<file path="config.mk">
export PLATFORM = sky130hd
export DESIGN_NAME = vtm_ram
export DESIGN_NICKNAME = d
export VERILOG_FILES = /design/src/rtl/core/vtm_ram.sv
export SDC_FILE = /design/constraint.sdc
export NUM_CORES = 1
export LEC_CHECK = 0
export BUFFER_PORTS_ARGS = -buffer_cell sky130_fd_sc_hd__buf_2
export CORE_MARGIN = 1.5
export CORE_UTILIZATION = 30
export CTS_CLUSTER_SIZE = 30
export DETAILED_ROUTE_END_ITERATION = 16
export GPL_TIMING_DRIVEN = 0
export SLEW_MARGIN = 20
export SYNTH_ARGS = -nofsm -noshare
export SYNTH_HDL_FRONTEND = slang
export SYNTH_SLANG_ARGS = --single-unit
</file>
<file path="constraint.sdc">
create_clock -name clk_i -period 6.6 [get_ports clk_i]
set_clock_uncertainty 0.2 [all_clocks]
set_input_delay 0.99 -clock clk_i [delete_from_list [all_inputs] [get_ports clk_i]]
set_output_delay 0.99 -clock clk_i [all_outputs]
set_load 0.1 [all_outputs]
</file>
<file path="src/rtl/core/vtm_ram.sv">
// Generic single-port-write, single-read synchronous RAM with registered read.
// No dependencies.
`default_nettype none
module vtm_ram #(
  parameter int unsigned Width = 64,
  parameter int unsigned Depth = 16,
  localparam int unsigned AddrW = (Depth > 1) ? $clog2(Depth) : 1
) (
  input  wire logic             clk_i,
  input  wire logic             we_i,
  input  wire logic [AddrW-1:0] waddr_i,
  input  wire logic [Width-1:0] wdata_i,
  input  wire logic [AddrW-1:0] raddr_i,
  output logic      [Width-1:0] rdata_o
);
  logic [Width-1:0] mem [Depth];

  always_ff @(posedge clk_i) begin
    if (we_i) begin
      mem[waddr_i] <= wdata_i;
    end
    rdata_o <= mem[raddr_i];
  end
endmodule
`default_nettype wire

</file>
==> qor.yml <==
clock_network:
  clk_pin_slew_ns: 0.06
  cts.sinks: 1088
  cts_resized: 0
  cts_inserted_buffers: 101
  clk_latency_ns: 0.67
  cts_tree: "done"
  htreeDepth: 3
  cts_hold_buf: 0
  clockBufferDepth: 3
  post-cts-setup-buffer-count: 0
  cts_root_buf: "clkbuf_16"
power_and_ir_drop:
  irDropWorstVdd_mv: 0.200
  p_leak_uw: 0.0150
  p_per_area_nw_per_um2: 308
die:
  die-area_um2: 134000
  die_y_um: 366
  die_w_um: 366
  design.core.area_um2: 131000
  top_level_ports: 138
  initial_core_util: 0.302
  rows: 133
timing:
  finalSetupViolCount: 0
  final.min_clock_period_ns: 2.91
  fin_crit_sh: 0.441
  clock.fmax_mhz: 344
  drv_slew: 0
  timing.hold.ws_ns: 0.465
  worst_pin_slew_ns: 1.15
  rsz0062_at_grt: "no"
  fin_ws_ns: 3.69
  max-slew-margin-rel: 0.232
  tns_ns: 0
  hold_violations: 0
global_routing:
  grt_max_degree: 20
  grt_pass1_vias: 19000
  overflow: 0
  grt_pass1_wl_um: 134000
  antenna_found_initial: 18
  gr-usage-all-layers: 0.136
placement:
  portBuffers: 135
  post-place-ws_ns: 3.01
  place_hpwl_um: 60900
  place_congestion: 0.701
synthesis:
  synth_seq_cells: 1088
  synth_cell_types: 18
  ys_seq_area_frac: 0.809
  synth_area_per_cell_um2: 24.0
  syn_area_um2: 39600
  yosys_warnings: 0
  syn_inst: 1647
  synth_nets: 1721
worst_setup_path:
  cp_max_fo: 8
  end_kind: "register"
  reg2reg_depth: 3
  critical_path_required_ns: 6.77
  start_kind: "primary input"
  r2r_start: "mem[2][30]"
  crit_start: "waddr_i[3]"
  reg2reg_to: "rdata_o[30]"
  cp-endpoint: "mem[4][54]"
  crit_type: "in2reg"
  ff2ff_setup_slack_ns: 4.86
  crit_arrival_ns: 3.08
cells_and_area:
  final_core_util: 0.360
  regArea_um2: 32000
  area_growth_pct: 19.2
  final_layout_size_suffix_gt1_frac: 0.324
  multiInputGateArea_um2: 7220
  final_nets: 2036
  nFillCells: 12000
job:
  drv_cap: 0
route:
  wire_per_inst_um: 24.3
  first_pass_iters: 5
  vias: 18400
  drc_errors: 0
  via_per_inst: 4.84
  drt_wl_total_um: 92300
  postRouteAntennaNets: 0
  first_iter_violations: 1958
min_path:
  hp-class: "reg2reg"
  hp-start: "mem[15][54]"
outcome:
  outcome: "completed"
[cells in the final DEF (no fill, tap or decap), drive strengths merged, types with 5 or more instances in the layout]
cell type     n
edfxtp     1024
buf         260
mux4        256
clkbuf      169
a22oi       128
nand2        65
dfxtp        64
clkinv       44
nor2         13
bufinv        7
clkinvlp      5
[worst max-delay path, cell delays in order]
cell      delay, ns
buf_2          0.12
nand3b_1       0.38
nor3_2         0.45
buf_4          0.29
buf_4          0.23
buf_4          0.23
buf_4          0.21
buf_6          0.16
[flip-flops by register name (all words and copies together) (netlist names)]
| signal | flops |
|---|---|
| rdata_o | 64 |
| mem | 1024 |
[cell usage after synthesis]
cell,number,area [um2]
buf_2,13,65.1
nor2_1,13,48.8
buf_1,16,60.1
mux4_2,256,5770
dfxtp_1,64,1280
clkbuf_1,36,135
nand2_1,65,244
a22oi_1,128,961
nor2b_1,2,12.5
nand2b_1,2,12.5
buf_4,6,45.0
nand3_1,1,5.00
edfxtp_1,1024,30700
or3b_2,1,8.76
nor3_1,4,20.0
buf_6,13,146
nand3b_1,2,15.0
and2_1,1,6.26
[worst min-delay path by stage]
stage,to,cells past startpoint
2_1_floorplan,rdata_o[0],3
3_3_place_gp,rdata_o[54],3
3_5_place_dp,rdata_o[54],3
4_1_cts,mem[8][61],1
5_1_grt,mem[15][59],1
6_report,rdata_o[54],3
[stage by stage]
step	cells	instance area [um2]	power, uW
after floorplan	1647	39600	8620
after global placement	3537	42500	8950
after detailed placement	3614	43900	8990
after CTS	3804	47200	14700
after global routing	3804	47200	15000
final	3805	47200	14500
[cell type report]
type / instances / area share
diodes: 1 / 0.0000531
plain buffers: 84 / 0.00958
clock buffers: 133 / 0.0594
clock inverters: 57 / 0.0102
multi-input cells: 475 / 0.153
flip-flops and latches: 1088 / 0.679
well taps: 1755 / 0.0466
repair buffers: 212 / 0.0420
[where the power goes]
| part | switching [uW] | internal [uW] |
|---|---|---|
| combinational | 757 | 297 |
| sequential | 47.4 | 7720 |
| clock | 2460 | 3260 |
| total | 3260 | 11300 |
[cells by family (layout without fill, tap and decap cells)]
family                 after synthesis  in the layout  share of synthesized area
and+or+nand+nor                     91             91                    0.00942
other                                0              1                          0
muxes                              256            256                      0.146
AOI/OAI and AO/OA                  128            128                     0.0243
DFF                               1088           1088                      0.809
buffers and inverters               84            486                     0.0114
[layer usage]
| metal | track usage | part of all wire |
|---|---|---|
| met1 | 0.184 | 0.42 |
| met2 | 0.223 | 0.49 |
| met3 | 0.0311 | 0.069 |
| met4 | 0.0336 | 0.022 |
| met5 | 0 | 0.0017 |
Power figures use the tool's default switching activity.
